File: config.mk
export PLATFORM = sky130hd
export DESIGN_NAME = aging_priority_scheduler_core
export DESIGN_NICKNAME = d
export VERILOG_FILES = /design/src/rtl/aps_pkg.sv /design/src/rtl/aps_ram.sv /design/src/rtl/aps_alu.sv /design/src/rtl/aging_priority_scheduler_core.sv
export VERILOG_INCLUDE_DIRS = /design/src /design/src/rtl
export SDC_FILE = /design/constraint.sdc
export NUM_CORES = 1
export LEC_CHECK = 0
export BUFFER_PORTS_ARGS = -buffer_cell sky130_fd_sc_hd__buf_2
export CELL_PAD_IN_SITES_DETAIL_PLACEMENT = 1
export CELL_PAD_IN_SITES_GLOBAL_PLACEMENT = 1
export CORE_ASPECT_RATIO = 0.7
export CORE_MARGIN = 2
export CORE_UTILIZATION = 54
export DETAILED_ROUTE_END_ITERATION = 10
export PLACE_DENSITY_LB_ADDON = 0.12
export SLEW_MARGIN = 20
export SYNTH_ARGS = -nofsm -noshare
export SYNTH_HDL_FRONTEND = slang
export SYNTH_SLANG_ARGS = --single-unit
export TNS_END_PERCENT = 1
File: constraint.sdc
create_clock -name clk -period 4.5 [get_ports clk]
set_input_delay 0 -clock clk [delete_from_list [all_inputs] [get_ports clk]]
set_output_delay 0 -clock clk [all_outputs]
set_load 0.01 [all_outputs]
File: src/rtl/aging_priority_scheduler_core_macros.svh
// ---------------------------------------------------------------------------
// aging priority scheduler assertion macros
// shared concurrent assertion forms, clocked on clk, disabled in reset
// ---------------------------------------------------------------------------
`ifndef AGING_PRIORITY_SCHEDULER_CORE_MACROS_SVH
`define AGING_PRIORITY_SCHEDULER_CORE_MACROS_SVH

// same-cycle implication
`define APS_ASSERT_IMP(label, ante, cons) \
  label: assert property (@(posedge clk) disable iff (!rst_n) (ante) |-> (cons)) \
    else $error("aps assertion failed");

// next-cycle implication
`define APS_ASSERT_NXT(label, ante, cons) \
  label: assert property (@(posedge clk) disable iff (!rst_n) (ante) |=> (cons)) \
    else $error("aps assertion failed");

`endif

File: src/rtl/aps_pkg.sv
// ---------------------------------------------------------------------------
// aps_pkg
// types, codes and helpers of the aging priority scheduler
// ---------------------------------------------------------------------------
package aps_pkg;

  localparam int PRIO_W   = 6;
  localparam int PRIO_MIN = -20;
  localparam int PRIO_MAX = 20;

  typedef logic signed [PRIO_W-1:0] prio_t;

  typedef enum logic [1:0] {
    ACT_ADD    = 2'd0,
    ACT_REMOVE = 2'd1,
    ACT_SET    = 2'd2,
    ACT_PICK   = 2'd3
  } act_t;

  typedef enum logic [1:0] {
    ST_OK     = 2'd0,
    ST_FULL   = 2'd1,
    ST_ABSENT = 2'd2
  } status_t;

  typedef struct packed {
    logic  match;
    logic  less;
    prio_t aged;
  } alu_res_t;

  function automatic prio_t clamp_prio(input logic signed [7:0] p);
    prio_t r;
    if (int'(p) > PRIO_MAX) begin
      r = prio_t'(PRIO_MAX);
    end else if (int'(p) < PRIO_MIN) begin
      r = prio_t'(PRIO_MIN);
    end else begin
      r = prio_t'(p);
    end
    return r;
  endfunction

endpackage

File: src/rtl/aps_ram.sv
// ---------------------------------------------------------------------------
// aps_ram
// generic simple dual-port ram, one write port, registered read port
// ---------------------------------------------------------------------------
module aps_ram #(
  parameter int WIDTH = 20,
  parameter int DEPTH = 16
) (
  input  logic                     clk,
  input  logic                     we,
  input  logic [$clog2(DEPTH)-1:0] waddr,
  input  logic [WIDTH-1:0]         wdata,
  input  logic [$clog2(DEPTH)-1:0] raddr,
  output logic [WIDTH-1:0]         rdata
);

  logic [WIDTH-1:0] mem [DEPTH];

  always_ff @(posedge clk) begin
    if (we) begin
      mem[waddr] <= wdata;
    end
    rdata <= mem[raddr];
  end

endmodule

File: src/rtl/aps_alu.sv
// ---------------------------------------------------------------------------
// aps_alu
// shared compare and aging unit applied to one table entry per step
// ---------------------------------------------------------------------------
module aps_alu #(
  parameter int IDENT_WIDTH = 8
) (
  input  logic [IDENT_WIDTH-1:0] ent_ident,
  input  aps_pkg::prio_t         ent_dyn,
  input  logic [IDENT_WIDTH-1:0] key_ident,
  input  aps_pkg::prio_t         ref_dyn,
  output aps_pkg::alu_res_t      res
);

  import aps_pkg::*;

  always_comb begin
    res.match = (ent_ident == key_ident);
    res.less  = (ent_dyn < ref_dyn);
    res.aged  = (ent_dyn > prio_t'(PRIO_MIN)) ? ent_dyn - prio_t'(1) : ent_dyn;
  end

endmodule

File: src/rtl/aging_priority_scheduler_core.sv
// operation: one transfer at a time; each entry visited on a pass is read through the table
// memory's registered read port before it is checked or written
// reset: synchronous active-low rst_n empties the table; entry memory is not cleared
`include "aging_priority_scheduler_core_macros.svh"
// ---------------------------------------------------------------------------
// aging_priority_scheduler_core
// ready table in insertion order with add, remove, set priority and an
// aging pick, walked by a sequencer through one memory and a shared unit
// ---------------------------------------------------------------------------
module aging_priority_scheduler_core #(
  parameter int MAX_TASKS   = 16,
  parameter int IDENT_WIDTH = 8
) (
  input  logic        clk,
  input  logic        rst_n,
  input  logic        in_tvalid,
  output logic        in_tready,
  input  logic [15:0] in_tdata,  // task_ident[7:0], new_priority[15:8]
  input  logic [1:0]  in_tuser,  // action[1:0]
  output logic        out_tvalid,
  input  logic        out_tready,
  output logic [15:0] out_tdata, // status[1:0], picked_ident[9:2], zero[15:10]
  output logic        out_tuser  // picked_valid[0]
);

  import aps_pkg::*;

  localparam int CNT_W = $clog2(MAX_TASKS + 1);
  localparam int IDX_W = $clog2(MAX_TASKS);
  localparam int ENT_W = IDENT_WIDTH + 2 * PRIO_W;

  typedef enum logic [3:0] {
    S_IDLE,
    S_ADD,
    S_SCAN_RD,
    S_SCAN_CHK,
    S_SHIFT_RD,
    S_SHIFT_WR,
    S_AGE_RD,
    S_AGE_WR,
    S_DONE
  } state_t;

  state_t                 state_r;
  act_t                   act_r;
  logic [IDENT_WIDTH-1:0] key_r;
  prio_t                  prio_r;
  logic [CNT_W-1:0]       cnt_r;
  logic [IDX_W-1:0]       idx_r;
  logic [IDX_W-1:0]       best_idx_r;
  prio_t                  best_dyn_r;
  logic [IDENT_WIDTH-1:0] best_ident_r;
  status_t                res_status_r;
  logic                   res_valid_r;
  logic [IDENT_WIDTH-1:0] res_ident_r;
  logic                   out_tvalid_r;
  logic [15:0]            out_tdata_r;
  logic                   out_tuser_r;

  logic                   ram_we;
  logic [IDX_W-1:0]       ram_waddr;
  logic [ENT_W-1:0]       ram_wdata;
  logic [ENT_W-1:0]       ram_rdata;
  logic [IDENT_WIDTH-1:0] rd_ident;
  prio_t                  rd_stat;
  prio_t                  rd_dyn;
  alu_res_t               alu;
  logic                   last;
  logic                   full;

  assign rd_ident = ram_rdata[ENT_W-1 -: IDENT_WIDTH];
  assign rd_stat  = ram_rdata[2*PRIO_W-1 -: PRIO_W];
  assign rd_dyn   = ram_rdata[PRIO_W-1:0];
  assign last     = ((CNT_W'(idx_r) + CNT_W'(1)) == cnt_r);
  assign full     = (cnt_r == CNT_W'(MAX_TASKS));

  assign in_tready  = (state_r == S_IDLE);
  assign out_tvalid = out_tvalid_r;
  assign out_tdata  = out_tdata_r;
  assign out_tuser  = out_tuser_r;

  aps_ram #(
    .WIDTH(ENT_W),
    .DEPTH(MAX_TASKS)
  ) u_table (
    .clk  (clk),
    .we   (ram_we),
    .waddr(ram_waddr),
    .wdata(ram_wdata),
    .raddr(idx_r),
    .rdata(ram_rdata)
  );

  aps_alu #(
    .IDENT_WIDTH(IDENT_WIDTH)
  ) u_alu (
    .ent_ident(rd_ident),
    .ent_dyn  (rd_dyn),
    .key_ident(key_r),
    .ref_dyn  (best_dyn_r),
    .res      (alu)
  );

  always_comb begin
    ram_we    = 1'b0;
    ram_waddr = idx_r;
    ram_wdata = ram_rdata;
    case (state_r)
      S_ADD: begin
        if (!full) begin
          ram_we    = 1'b1;
          ram_waddr = IDX_W'(cnt_r);
          ram_wdata = {key_r, prio_t'(0), prio_t'(0)};
        end
      end
      S_SCAN_CHK: begin
        if (act_r == ACT_SET && alu.match) begin
          ram_we    = 1'b1;
          ram_wdata = {rd_ident, prio_r, prio_r};
        end
      end
      S_SHIFT_WR: begin
        ram_we    = 1'b1;
        ram_waddr = idx_r - IDX_W'(1);
      end
      S_AGE_WR: begin
        ram_we    = 1'b1;
        ram_wdata = {rd_ident, rd_stat, (idx_r == best_idx_r) ? rd_stat : alu.aged};
      end
      default: begin
      end
    endcase
  end

  always_ff @(posedge clk) begin
    if (!rst_n) begin
      state_r      <= S_IDLE;
      cnt_r        <= '0;
      out_tvalid_r <= 1'b0;
    end else begin
      if (out_tvalid_r && out_tready && state_r != S_DONE) begin
        out_tvalid_r <= 1'b0;
      end
      case (state_r)
        S_IDLE: begin
          if (in_tvalid) begin
            act_r        <= act_t'(in_tuser);
            key_r        <= IDENT_WIDTH'(in_tdata[7:0]);
            prio_r       <= clamp_prio(in_tdata[15:8]);
            idx_r        <= '0;
            res_valid_r  <= 1'b0;
            res_ident_r  <= '0;
            if (act_t'(in_tuser) == ACT_ADD) begin
              res_status_r <= ST_OK;
              state_r      <= S_ADD;
            end else if (cnt_r == '0) begin
              res_status_r <= ST_ABSENT;
              state_r      <= S_DONE;
            end else begin
              res_status_r <= ST_OK;
              state_r      <= S_SCAN_RD;
            end
          end
        end
        S_ADD: begin
          if (full) begin
            res_status_r <= ST_FULL;
          end else begin
            cnt_r <= cnt_r + CNT_W'(1);
          end
          state_r <= S_DONE;
        end
        S_SCAN_RD: begin
          state_r <= S_SCAN_CHK;
        end
        S_SCAN_CHK: begin
          if (act_r == ACT_PICK) begin
            if (idx_r == '0 || alu.less) begin
              best_idx_r   <= idx_r;
              best_dyn_r   <= rd_dyn;
              best_ident_r <= rd_ident;
            end
            if (last) begin
              idx_r   <= '0;
              state_r <= S_AGE_RD;
            end else begin
              idx_r   <= idx_r + IDX_W'(1);
              state_r <= S_SCAN_RD;
            end
          end else if (alu.match) begin
            if (act_r == ACT_REMOVE) begin
              if (last) begin
                cnt_r   <= cnt_r - CNT_W'(1);
                state_r <= S_DONE;
              end else begin
                idx_r   <= idx_r + IDX_W'(1);
                state_r <= S_SHIFT_RD;
              end
            end else begin
              state_r <= S_DONE;
            end
          end else if (last) begin
            res_status_r <= ST_ABSENT;
            state_r      <= S_DONE;
          end else begin
            idx_r   <= idx_r + IDX_W'(1);
            state_r <= S_SCAN_RD;
          end
        end
        S_SHIFT_RD: begin
          state_r <= S_SHIFT_WR;
        end
        S_SHIFT_WR: begin
          if (last) begin
            cnt_r   <= cnt_r - CNT_W'(1);
            state_r <= S_DONE;
          end else begin
            idx_r   <= idx_r + IDX_W'(1);
            state_r <= S_SHIFT_RD;
          end
        end
        S_AGE_RD: begin
          state_r <= S_AGE_WR;
        end
        S_AGE_WR: begin
          if (last) begin
            res_valid_r <= 1'b1;
            res_ident_r <= best_ident_r;
            state_r     <= S_DONE;
          end else begin
            idx_r   <= idx_r + IDX_W'(1);
            state_r <= S_AGE_RD;
          end
        end
        S_DONE: begin
          if (!out_tvalid_r || out_tready) begin
            out_tvalid_r <= 1'b1;
            out_tdata_r  <= {6'b0, 8'(res_ident_r), res_status_r};
            out_tuser_r  <= res_valid_r;
            state_r      <= S_IDLE;
          end
        end
        default: begin
          state_r <= S_IDLE;
        end
      endcase
    end
  end

  `APS_ASSERT_IMP(a_count_range, 1'b1, cnt_r <= CNT_W'(MAX_TASKS))
  `APS_ASSERT_NXT(a_count_step, 1'b1, cnt_r == $past(cnt_r) || cnt_r == $past(cnt_r) + CNT_W'(1) || cnt_r + CNT_W'(1) == $past(cnt_r))
  `APS_ASSERT_NXT(a_busy_after_accept, in_tvalid && in_tready, !in_tready)
  `APS_ASSERT_IMP(a_pick_ok, out_tvalid && out_tuser, out_tdata[1:0] == ST_OK)
  `APS_ASSERT_IMP(a_idx_in_table, state_r != S_IDLE && state_r != S_ADD && state_r != S_DONE, CNT_W'(idx_r) < cnt_r)

endmodule
==> results summary, run 1 <==
The area after detailed placement came out at 0.01730 mm2. Leaving out fill and tap cells, the most frequent cells in the layout are 380 x sky130_fd_sc_hd__edfxtp_1, 100 x sky130_fd_sc_hd__mux4_2, 41 x sky130_fd_sc_hd__clkbuf_16, 34 x sky130_fd_sc_hd__buf_2. The number of hold-slack violations in the final timing report came out at 0. The wire length of the first global-routing pass is 58780 um. The die footprint came out at 0.03200 mm2.

The count of boundary I/O pins is 41. The number of storage elements in the synthesis netlist is 410. The largest clock skew in the final design came out at 0.02283 ns.

In this run, CTS created clock tree buffers numbering 40. The accumulated negative setup slack came out at 0 ns. The DRC violation count after routing is 0. The number of warnings printed during yosys synthesis came out at 0. The via count of the first global-routing pass is 9010. The post-route antenna net violation count is 0. The depth of the worst register-to-register path is 7.

The worst-case vdd ir drop came out at 0.3758 mV. The areal power density over the cells came out at 435.3 mW/mm2. The critical path endpoint category is a flip-flop. The clock latency of the later-clocked register in the worst-skew pair is 0.55 ns. The count of final max-slew check failures is 0.

The number of standard cells in the layout, taps in and fillers out is 1408. The top routing layer in use is met4. Once layout is done, the placed cells without fillers occupy 0.01887 mm2. The worst hold path passes through 4 cells. The number of fill cells in the layout is 2548. The post-route netlist has 26.51% of its cells at a drive strength greater than 1. CTS saw 410 sinks. The final cycle utilization of the critical path is 79.12%. For the pin with the worst max-slew slack, the measured transition is 1.082 ns. Global routing used 25.82% of the available tracks.

Setup repair after global routing left no endpoint under its margin. The number of enable flip-flop cells after synthesis is 380. In this run the clock root is driven by a sky130_fd_sc_hd__clkbuf_16. The number of max-capacitance violations reported is 0. The met1 layer wirelength in the final routing came out at 18320 um.

In this run the most critical hold path is launched from in_tdata[13]. The time the final worst path needs with I/O delays and setup is 3.560 ns. The largest net degree at the start of global routing is 71. The last weighted congestion value of the routability-driven placer came out at 0.8736. The critical path is of the reg2reg type.

TritonCTS built the clock tree. The total congestion overflow came out at 0. The fmax is 280.9 MHz. The post-place setup slack is 0.7796 ns. The worst path required time came out at 4.74 ns.

Cells fill 62.80% of the core in the end. The cell count after placement is 1311. In this run the horizontal extent of the chip is 212.9 um. The met2 wire length came out at 17030 um.

The leakage power came out at 6.205 nW. The worst hold margin came out at 0.01998 ns. The total area inside the core boundary comes to 0.03004 mm2. The path class of the tightest hold or removal check is in2reg. In this run the critical register-to-register path is captured at u_table.mem[7][9]$_DFFE_PP_. The launching element type of the critical path is a flip-flop. The data arrival at the endpoint of the critical path came out at 3.80 ns.

The number of instances in the synthesized netlist is 873. The most instantiated flip-flop cell in the synthesis netlist is sky130_fd_sc_hd__edfxtp_1. The beginning of the worst register-to-register path is state_r[1]$_SDFFE_PN0P_.

The port buffer count came out at 34. The number of nets in the layout is 1001. The run finished with clean final reports. The initial core utilization is 54.93%. The average wire per standard cell is 27.83 um. The least setup slack across all paths after layout came out at 0.9396 ns. The final count of negative-setup-slack endpoints came out at 0. The portion of the post-synthesis area used by sequential elements is 72.79%. The synthesized area is 0.01650 mm2.

The most critical setup path has its startpoint at state_r[1]$_SDFFE_PN0P_. The vias per cell is 6.185. The worst-path maximum fanout came out at 12. The overall power is 8.211 mW. Detailed routing inserted a total of 8709 vias. The overall routed net length is 39190 um.

The worst slew margin relative to its limit is 27.85%. The initial antenna violation count came out at 1. The post-detailed-placement half-perimeter wirelength is 25610 um. The number of antenna diodes is 0. The most frequent standard cell in the layout excluding fill and tap cells is sky130_fd_sc_hd__edfxtp_1.

The number of different library cells used by synthesis comes to 62. The signed area change from the synthesized netlist to the final layout came out at 14.32%. The deepest clock path buffer count is 3.

Of all flip-flops after synthesis, the portion carrying an async set or reset was 0%. In the detailed route, the total length drawn on met3 is 3121 um. The number of iterations in the first detailed-routing pass is 6. The average instance area after synthesis is 18.90 um2. The total number of H-tree levels is 2. The first-iteration detailed-routing DRC count is 934. The CTS clock-pin slew for the worst setup and hold paths is 0.06 ns. The count of standard-cell rows came out at 53. The setup slack of the worst register-to-register path came out at 0.94 ns.

Measured along the y axis, the die boundary spans 150.3 um. The path with the worst hold slack has its endpoint at prio_r[3]$_SDFFCE_PP0P_.
timing repair:
action | in CTS | in global routing
hold endpoints to repair | 27 | 0
hold buffers | 23 | 0
resized for setup | 0 | 0
setup endpoints to repair | 0 | 0
setup buffers | 0 | 0
synthesized netlist by cell type (3+ instances only):
library cell / instances / share of area, %
sky130_fd_sc_hd__a21o_1: 8 / 0.36
sky130_fd_sc_hd__a21oi_1: 24 / 0.73
sky130_fd_sc_hd__a22oi_1: 3 / 0.14
sky130_fd_sc_hd__and2_1: 12 / 0.45
sky130_fd_sc_hd__and3_1: 3 / 0.11
sky130_fd_sc_hd__buf_1: 3 / 0.068
sky130_fd_sc_hd__buf_2: 8 / 0.24
sky130_fd_sc_hd__buf_4: 6 / 0.27
sky130_fd_sc_hd__buf_6: 3 / 0.20
sky130_fd_sc_hd__clkbuf_1: 24 / 0.55
sky130_fd_sc_hd__dfxtp_1: 30 / 3.6
sky130_fd_sc_hd__edfxtp_1: 380 / 69
sky130_fd_sc_hd__ha_1: 14 / 1.1
sky130_fd_sc_hd__inv_1: 27 / 0.61
sky130_fd_sc_hd__mux2_2: 8 / 0.55
sky130_fd_sc_hd__mux2i_1: 4 / 0.24
sky130_fd_sc_hd__mux4_2: 100 / 14
sky130_fd_sc_hd__nand2_1: 30 / 0.68
sky130_fd_sc_hd__nand2b_1: 6 / 0.23
sky130_fd_sc_hd__nand3_1: 7 / 0.21
sky130_fd_sc_hd__nand4_1: 4 / 0.15
sky130_fd_sc_hd__nor2_1: 41 / 0.93
sky130_fd_sc_hd__nor2b_1: 9 / 0.34
sky130_fd_sc_hd__nor3_1: 9 / 0.27
sky130_fd_sc_hd__nor3b_1: 3 / 0.14
sky130_fd_sc_hd__nor4_1: 3 / 0.11
sky130_fd_sc_hd__o211ai_1: 5 / 0.23
sky130_fd_sc_hd__o21a_1: 3 / 0.14
sky130_fd_sc_hd__o21ai_0: 27 / 0.82
sky130_fd_sc_hd__o221ai_1: 5 / 0.27
sky130_fd_sc_hd__or2_2: 4 / 0.15
sky130_fd_sc_hd__xnor2_1: 17 / 0.90
sky130_fd_sc_hd__xor2_1: 7 / 0.37
cell type report:
type	count	area, um2	area share [%]
clock buffers	51	1084	5.743
clock inverters	23	242.7	1.287
inverters	27	101.3	0.5372
multi-input cells	397	4265	22.61
flip-flops and latches	410	12010	63.67
well taps	412	515.5	2.732
repair buffers	88	645.6	3.422
cell families after synthesis:
| family | after synthesis | synth area share (%) |
|---|---|---|
| adders and majority gates | 15 | 1.183 |
| DFF | 410 | 72.79 |
| and+or+nand+nor | 143 | 4.443 |
| other | 1 | 0.02272 |
| buffers and inverters | 71 | 1.949 |
| AOI/OAI and AO/OA | 97 | 3.905 |
| xor gates and xnor gates | 24 | 1.274 |
| muxes | 112 | 14.44 |
layer usage:
metal  GRT usage (%)  vias up
met2           36.60      320
li1                -     3700
met5               0        -
met1           41.37     4631
met4           5.769        0
met3           5.569       58
worst max-delay path by stage:
stage,slack [ns],end
2_1_floorplan,0.89,u_table.mem[9][0]$_DFFE_PP_
3_3_place_gp,0.97,u_table.mem[5][8]$_DFFE_PP_
3_5_place_dp,0.78,u_table.mem[4][10]$_DFFE_PP_
4_1_cts,0.77,u_table.mem[5][11]$_DFFE_PP_
5_1_grt,0.79,u_table.mem[7][9]$_DFFE_PP_
6_report,0.94,u_table.mem[7][9]$_DFFE_PP_
registers in the layout, indices dropped and copies added, names as in the netlist:
name and count:
state_r 4, cnt_r 5, out_tdata 10, idx_r 4, best_idx_r 4, key_r 8
out_tvalid 1, u_table.mem 320, u_table.rdata 20, res_ident_r 8, act_r 2, res_status_r 2
best_dyn_r 6, best_ident_r 8, res_valid_r 1, prio_r 6, out_tuser 1
report_power, final:
part           switching (mW)  internal, mW
clock                    1.42          1.95
sequential             0.0459          4.27
combinational           0.327         0.192
worst max-delay path: stages (launching register included):
cell and delay, ns:
sky130_fd_sc_hd__dfxtp_1 0.57, sky130_fd_sc_hd__inv_1 0.21, sky130_fd_sc_hd__or3_1 0.62, sky130_fd_sc_hd__or4_4 0.62, sky130_fd_sc_hd__a21oi_2 0.18, sky130_fd_sc_hd__nand2_1 0.23, sky130_fd_sc_hd__nor2_2 0.49, sky130_fd_sc_hd__buf_4 0.32
(Power assumes the default switching activity.)
==> run 2: changes to the inputs <==
- CORE_UTILIZATION: 54 -> 49
- clock period: 4.5 -> 3 ns (I/O delays scaled with it)
==> run 2 against run 1 <==
Global-route usage fell by 2.1 points. Wire length increased by 2.3%. Sequential share of layout area fell by 1.8 points. Largest cell class unchanged. Setup slack worse by 0.78 ns. Clock power up 42%.
==> results summary, run 2 (synthesized netlist as in run 1, its figures left out) <==
The most used cell along the critical path is sky130_fd_sc_hd__buf_4. Setup violations remaining at the end of the flow were counted as 0. The wire length of the first global-routing pass came out at 59870 um. The number of flip-flops in the largest register came out at 320. The number of antenna diodes came out at 0.

The initial antenna violation count is 4. The worst-path maximum fanout came out at 9. The count of final max-slew check failures came to 0. The chip width is 223.3 um. The worst-margin pin slew is 0.9020 ns. The largest clock skew in the final design came out at 0.02096 ns.

The library cell used most frequently in the layout, excluding fill and tap cells, is sky130_fd_sc_hd__edfxtp_1. The net count of the finished layout is 1061. Traced cell by cell, the critical path runs through buf_4 > ha_1 > o21ba_2 > a221oi_1 > o211ai_1 > buf_4 > buf_4 > o21ai_0 > and2_1 > nor2_1. The analysis attributes to cell leakage a power of 6.502 nW. The overall global routing resource usage came out at 23.72%.

The class of the most critical hold timing path is in2reg. The root buffer cell chosen for the clock tree is sky130_fd_sc_hd__clkbuf_16. For this design the ratio of total power to cell area is 623.0 mW/mm2.

The vias per cell is 5.827. The setup slack of the worst register-to-register path is 0.16 ns. The worst hold margin is 0.06053 ns.

The depth of the worst register-to-register path is 10. The clock sink count is 410. In this run the number of H-tree levels came out at 2. The routed design could run at a clock period as short as 2.844 ns. The CTS clock-pin slew for the worst setup and hold paths is 0.06 ns. The clock latency of the later-clocked register in the worst-skew pair is 0.55 ns.

VDD sags by at most 0.5160 mV. After detailed routing, no signal wire sits above met4. The final cycle utilization of the critical path is 94.79%. The fmax came out at 351.7 MHz. The switching fraction of total power is 22.03%. The count of standard-cell rows is 56. The flow ran to the end, and the final reports show no timing, DRC or antenna violations. On the worst path, the slowest cell contributes a delay of 0.51 ns. The largest net degree at the start of global routing is 82.

Combinational logic burns 7.1% of the power. In this run the critical register-to-register path is launched from idx_r[1]$_DFFE_PP_. The worst setup path is captured at a flip-flop. The startpoint-to-endpoint class of the critical path is reg2reg. The post-detailed-placement half-perimeter wirelength is 27210 um.

The worst hold path terminates at prio_r[1]$_SDFFCE_PP0P_. TritonCTS built the clock tree. The worst slew margin relative to its limit is 39.87%. For this design the total switching power over the nets is 2.666 mW. The launching element type of the critical path is a flip-flop. The last weighted congestion value of the routability-driven placer is 0.8366. The first-iteration detailed-routing DRC count is 748. The first detailed-routing pass ran for 5 iterations. The initial core utilization is 49.48%. Among all stages on the critical path, the largest delay is contributed by sky130_fd_sc_hd__edfxtp_1. The core footprint is 0.03335 mm2. The via count of the first global-routing pass came out at 9034. The worst path required time is 3.30 ns.

The number of max-capacitance violations reported came out at 0. The DRC violation count after routing came out at 0. In this run the most critical hold path is launched from in_tdata[12]. The port buffer count is 34. The register share of total power is 53.4%.

The met2 wire length came out at 17470 um. The data arrival at the endpoint of the critical path is 3.14 ns. The deepest clock path buffer count is 3.

The floorplan step set the die height to 157.5 um. In the final routing, the length of wire on met1 measures 19100 um. The overall power is 12.10 mW. Compared with the post-synthesis result, the final layout area differs by 17.71%. The die footprint is 0.03519 mm2. The register with the most flip-flops in the final layout is u_table.mem.

The share of layout cells above drive strength 1 is 30.67%. The total vias in the final route is 8670. The number of hold-slack violations in the final timing report is 0. The count of boundary I/O pins came out at 41. In the final routed layout, each cell accounts on average for 26.94 um.

The internal power summed over all cells is 9.435 mW. The worst register-to-register path ends at idx_r[2]$_DFFE_PP_. In the detailed route, the total length drawn on met3 is 2914 um. The depth of the worst hold-timing path came out at 4. The clock share of power is 39.5%. The number of fill cells in the layout is 2948. The detail route stage leaves a number of antenna-violating nets equal to 0. Wires add up to 40080 um. Leaving out fill and tap cells, the most frequent cells in the layout are 380 x sky130_fd_sc_hd__edfxtp_1, 100 x sky130_fd_sc_hd__mux4_2, 80 x sky130_fd_sc_hd__buf_4, 41 x sky130_fd_sc_hd__clkbuf_16, 34 x sky130_fd_sc_hd__buf_2. The TritonCTS buffer count came out at 40. The total congestion overflow is 0.
run 2: cell types whose count changed in the layout (fill, tap and decap cells not counted), sizes merged:
cell / delta
dlygate4sd3: -1
clkinvlp: -1
buf: +61
clkbuf: +1
bufinv: -3
run 2: worst max-delay path, delay by kind of cell (launching register included):
kind | cells | cell delay (ns)
buffers and inverters | 3 | 0.56
AND/OR/NAND/NOR | 2 | 0.29
adder cells (fa/ha/maj) | 1 | 0.26
flip-flops | 1 | 0.51
AO/OA/AOI/OAI | 4 | 0.98
run 2: power by group through the flow:
stage | sequential [mW] | clock, mW | combinational, mW
floorplan | 6.57 | 0 | 0.469
global placement | 6.58 | 0 | 0.795
detailed placement | 6.58 | 0 | 0.828
CTS | 6.46 | 4.90 | 0.857
global route | 6.47 | 5.10 | 0.930
finish | 6.46 | 4.78 | 0.859
run 2: layout make-up:
cell class | instances | area [um2] | area share (%)
repair buffers | 148 | 1222 | 6.293
clock buffers | 52 | 1097 | 5.649
clock inverters | 19 | 148.9 | 0.7665
well taps | 435 | 544.3 | 2.802
inverters | 27 | 101.3 | 0.5217
multi-input cells | 397 | 4299 | 22.13
flip-flops and latches | 410 | 12010 | 61.84
run 2: per-layer routing:
| layer | vias up | track usage, % |
|---|---|---|
| met4 | 0 | 5.143 |
| met3 | 42 | 5.059 |
| met1 | 4557 | 36.95 |
| met5 | - | 0 |
| li1 | 3803 | - |
| met2 | 268 | 34.60 |
run 2: worst max-delay path by stage:
stage,startpoint,to,slack [ns],depth (start not counted)
after floorplan,state_r[3]$_SDFFE_PN0P_,u_table.mem[6][0]$_DFFE_PP_,-0.20,9
after global placement,idx_r[1]$_DFFE_PP_,u_table.mem[12][1]$_DFFE_PP_,0.08,6
after detailed placement,idx_r[1]$_DFFE_PP_,u_table.mem[12][2]$_DFFE_PP_,-0.02,6
after CTS,idx_r[1]$_DFFE_PP_,u_table.mem[9][16]$_DFFE_PP_,0.004,9
after global routing,idx_r[1]$_DFFE_PP_,cnt_r[1]$_SDFFE_PN0P_,-0.0009,9
final,idx_r[1]$_DFFE_PP_,idx_r[2]$_DFFE_PP_,0.16,10
run 2: what timing repair did:
| action | 4_1_cts | 5_1_grt |
|---|---|---|
| pin swaps | 0 | 1 |
| setup endpoints to repair | 25 | 180 |
| hold endpoints to repair | 26 | 0 |
| hold buffers | 22 | 0 |
| setup buffers | 0 | 2 |
| gates resized for setup | 2 | 3 |
run 2: through the flow:
| stage | instances | setup slack (ns) | cell area (um2) | util, % | setup TNS (ns) |
|---|---|---|---|---|---|
| after floorplan | 878 | -0.2035 | 16590 | - | -23.49 |
| after global placement | 1393 | 0.07853 | 17910 | 53.71 | 0 |
| after detailed placement | 1393 | -0.02419 | 17920 | 53.73 | -0.4641 |
| after CTS | 1486 | 0.004375 | 19390 | 58.15 | 0 |
| after global routing | 1488 | -0.0009490 | 19420 | 58.24 | -0.0009490 |
| final | 1488 | 0.1563 | 19420 | 58.24 | 0 |
==> run 3: changes to the inputs <==
- SETUP_SLACK_MARGIN: unset -> 0.2
==> run 3 against run 2 <==
Die area unchanged. Clock-buffer cell count decreased by 8. Power decreased by 0.47%. Largest cell class unchanged. Setup slack improved by 0.11 ns. Core utilization decreased by 0.49 points. Clock skew decreased by 0.0027 ns. Highest routed layer unchanged.
==> results summary, run 3 (synthesized netlist as in run 1, its figures left out) <==
The largest clock skew in the final design is 0.01825 ns. The setup path with the least slack is of type reg2reg. The chip width came out at 223.3 um. The deepest clock path buffer count is 3. The overall global routing resource usage is 23.19%. The worst hold path belongs to the class in2reg. The number of antenna diodes is 0. Walking the worst path, the cells encountered are or4_1 > nor2_1 > a22oi_1 > o221ai_1 > nand2_1 > buf_4 > nor2_2 > buf_4. The largest incremental delay on the critical path came out at 0.64 ns. The worst setup path is captured at a flip-flop.

In the final design database the tool counted 1040 nets. The first-iteration detailed-routing DRC count came out at 975. The die footprint is 0.03519 mm2. The setup slack of the worst register-to-register path is 0.27 ns. STA puts the critical path data arrival time at 2.97 ns.

Setup repair after global routing could not meet its margin everywhere. Measured along the y axis, the die boundary spans 157.5 um. The final count of negative-setup-slack endpoints is 0. STA classifies the critical path startpoint as a flip-flop. The routed design uses 16860 um of met2 wire. The cell family contributing the most delay on the critical path is simple AND/OR/NAND/NOR gates. The root buffer cell chosen for the clock tree is sky130_fd_sc_hd__clkbuf_16. The post-detailed-placement half-perimeter wirelength is 26520 um.

After detailed routing, the average wire length per cell comes to 27.09 um. At the end of routability-driven placement, the weighted congestion stood at 0.8556. The core footprint is 0.03335 mm2. The clock sink count is 410. The accumulated negative setup slack is 0 ns.

The top routing layer in use is met4. The TritonCTS buffer count came out at 39. VDD sags by at most 0.4127 mV.

The most numerous cell type found on the critical path is sky130_fd_sc_hd__buf_4. The total number of H-tree levels came out at 2. The initial core utilization came out at 49.48%.

The count of final max-slew check failures is 0. The post-route antenna net violation count is 0. The count of buffer and inverter cells on the critical path came out at 2. In this run the tool buffered the top-level ports with 34 buffer cells. The worst-margin pin slew is 1.003 ns.

The wire length of the first global-routing pass is 59370 um. Entering global routing, the biggest net connects 73 pins. The worst path required time came out at 3.23 ns. The total congestion overflow is 0. TritonCTS built the clock tree. The number of max-capacitance violations reported came out at 0. The leakage power is 6.399 nW. After layout, the worst path uses 91.09% of the clock period. The final layout contains routed wiring with a total length of 39750 um. The CTS clock-pin slew for the worst setup and hold paths came out at 0.06 ns. The worst slew margin relative to its limit is 32.63%. The DRC violation count after routing is 0.

The post-place setup slack is 0.1366 ns. The library cells used most frequently in the layout, excluding fill and tap cells, are 380 x sky130_fd_sc_hd__edfxtp_1, 100 x sky130_fd_sc_hd__mux4_2, 58 x sky130_fd_sc_hd__buf_4, 40 x sky130_fd_sc_hd__clkbuf_16, 34 x sky130_fd_sc_hd__buf_2. The met1 layer wirelength in the final routing came out at 19040 um. The total vias in the final route is 8754. The number of fill cells in the layout came out at 2936. The clock latency of the later-clocked register in the worst-skew pair came out at 0.54 ns.

The most flop-heavy register is u_table.mem. After detailed routing, the met3 layer carries 3143 um of wire. The signed area change from the synthesized netlist to the final layout is 16.73%. Based on the critical path, the design can be clocked at up to 365.9 MHz. The share of layout cells above drive strength 1 is 29.17%.

The vias per cell came out at 5.967. 41 I/O pins were placed. In this run the worst path has a maximum fanout of 10. The initial antenna violation count is 0.

The number of hold-slack violations in the final timing report came to 0. The time the final worst path needs with I/O delays and setup is 2.733 ns. The via count of the first global-routing pass is 9109. The floorplan has 56 rows. The least setup slack across all paths after layout came out at 0.2673 ns. The register with the most flip-flops in the layout has 320 of them.

The slowest stage of the critical path belongs to the cell sky130_fd_sc_hd__or4_1. The most frequent standard cell in the layout excluding fill and tap cells is sky130_fd_sc_hd__edfxtp_1. The run finished with clean final reports. Power spread over the standard cell area amounts to 625.2 mW/mm2. Before antenna repair, the detailed router went through 5 iterations.
run 3: worst min-delay path, cell delays in order:
cell	delay (ns)
sky130_fd_sc_hd__buf_2	0.12
sky130_fd_sc_hd__o21ai_0	0.07
sky130_fd_sc_hd__a21oi_1	0.09
sky130_fd_sc_hd__nor2b_1	0.15
run 3: final timing paths:
| check | from | cells after the start | end |
|---|---|---|---|
| hold reg to reg | res_ident_r[3]$_SDFFCE_PN0P_ | 0 | out_tdata[5]$_DFFE_PP_ |
| hold / removal | in_tdata[12] | 4 | prio_r[0]$_SDFFCE_PP0P_ |
| setup reg to reg | cnt_r[0]$_SDFFE_PN0P_ | 8 | u_table.mem[7][17]$_DFFE_PP_ |
| setup / recovery | cnt_r[0]$_SDFFE_PN0P_ | 8 | u_table.mem[7][17]$_DFFE_PP_ |
run 3: area by class of cell:
class | instances | area [um2] | share of cell area (%)
Clock buffer | 44 | 994.7 | 5.164
Clock inverter | 26 | 220.2 | 1.143
Inverter | 27 | 101.3 | 0.5261
Multi-Input combinational cell | 397 | 4290 | 22.27
Sequential cell | 410 | 12010 | 62.36
Tap cell | 435 | 544.3 | 2.826
Timing Repair Buffer | 128 | 1100 | 5.710
run 3: per-stage QoR:
step	power [mW]	instance area (um2)	util [%]	hold WS, ns	cells
final	12.04	19260	57.75	0.03701	1467
after global routing	12.42	19260	57.75	0.1203	1467
after CTS	12.12	19200	57.57	0.01137	1464
after global placement	7.335	17750	53.23	0.2197	1371
after floorplan	7.042	16610	-	0.09887	878
after detailed placement	7.377	17750	53.23	0.2201	1371
run 3: metal layers:
| metal | up-vias | global-route usage [%] |
|---|---|---|
| met5 | - | 0 |
| met2 | 318 | 32.69 |
| li1 | 3765 | - |
| met4 | 0 | 5.111 |
| met3 | 44 | 5.955 |
| met1 | 4627 | 36.38 |
run 3: power by group:
group          leakage, nW  switching, mW  total (mW)  internal, mW
clock                0.596           2.09        4.75          2.66
combinational         2.12          0.499       0.814         0.315
sequential            3.68         0.0730        6.48          6.41
total                 6.40           2.66        12.0          9.38
run 3: what timing repair did:
| action | 4_1_cts | 5_1_grt |
|---|---|---|
| buffers inserted | 0 | 2 |
| gates cloned | 0 | 1 |
| pin swaps | 0 | 1 |
| setup endpoints to repair | 200 | 354 |
| hold buffers | 23 | 0 |
| endpoints found under the hold margin | 26 | 0 |
| gates resized for setup | 1 | 4 |
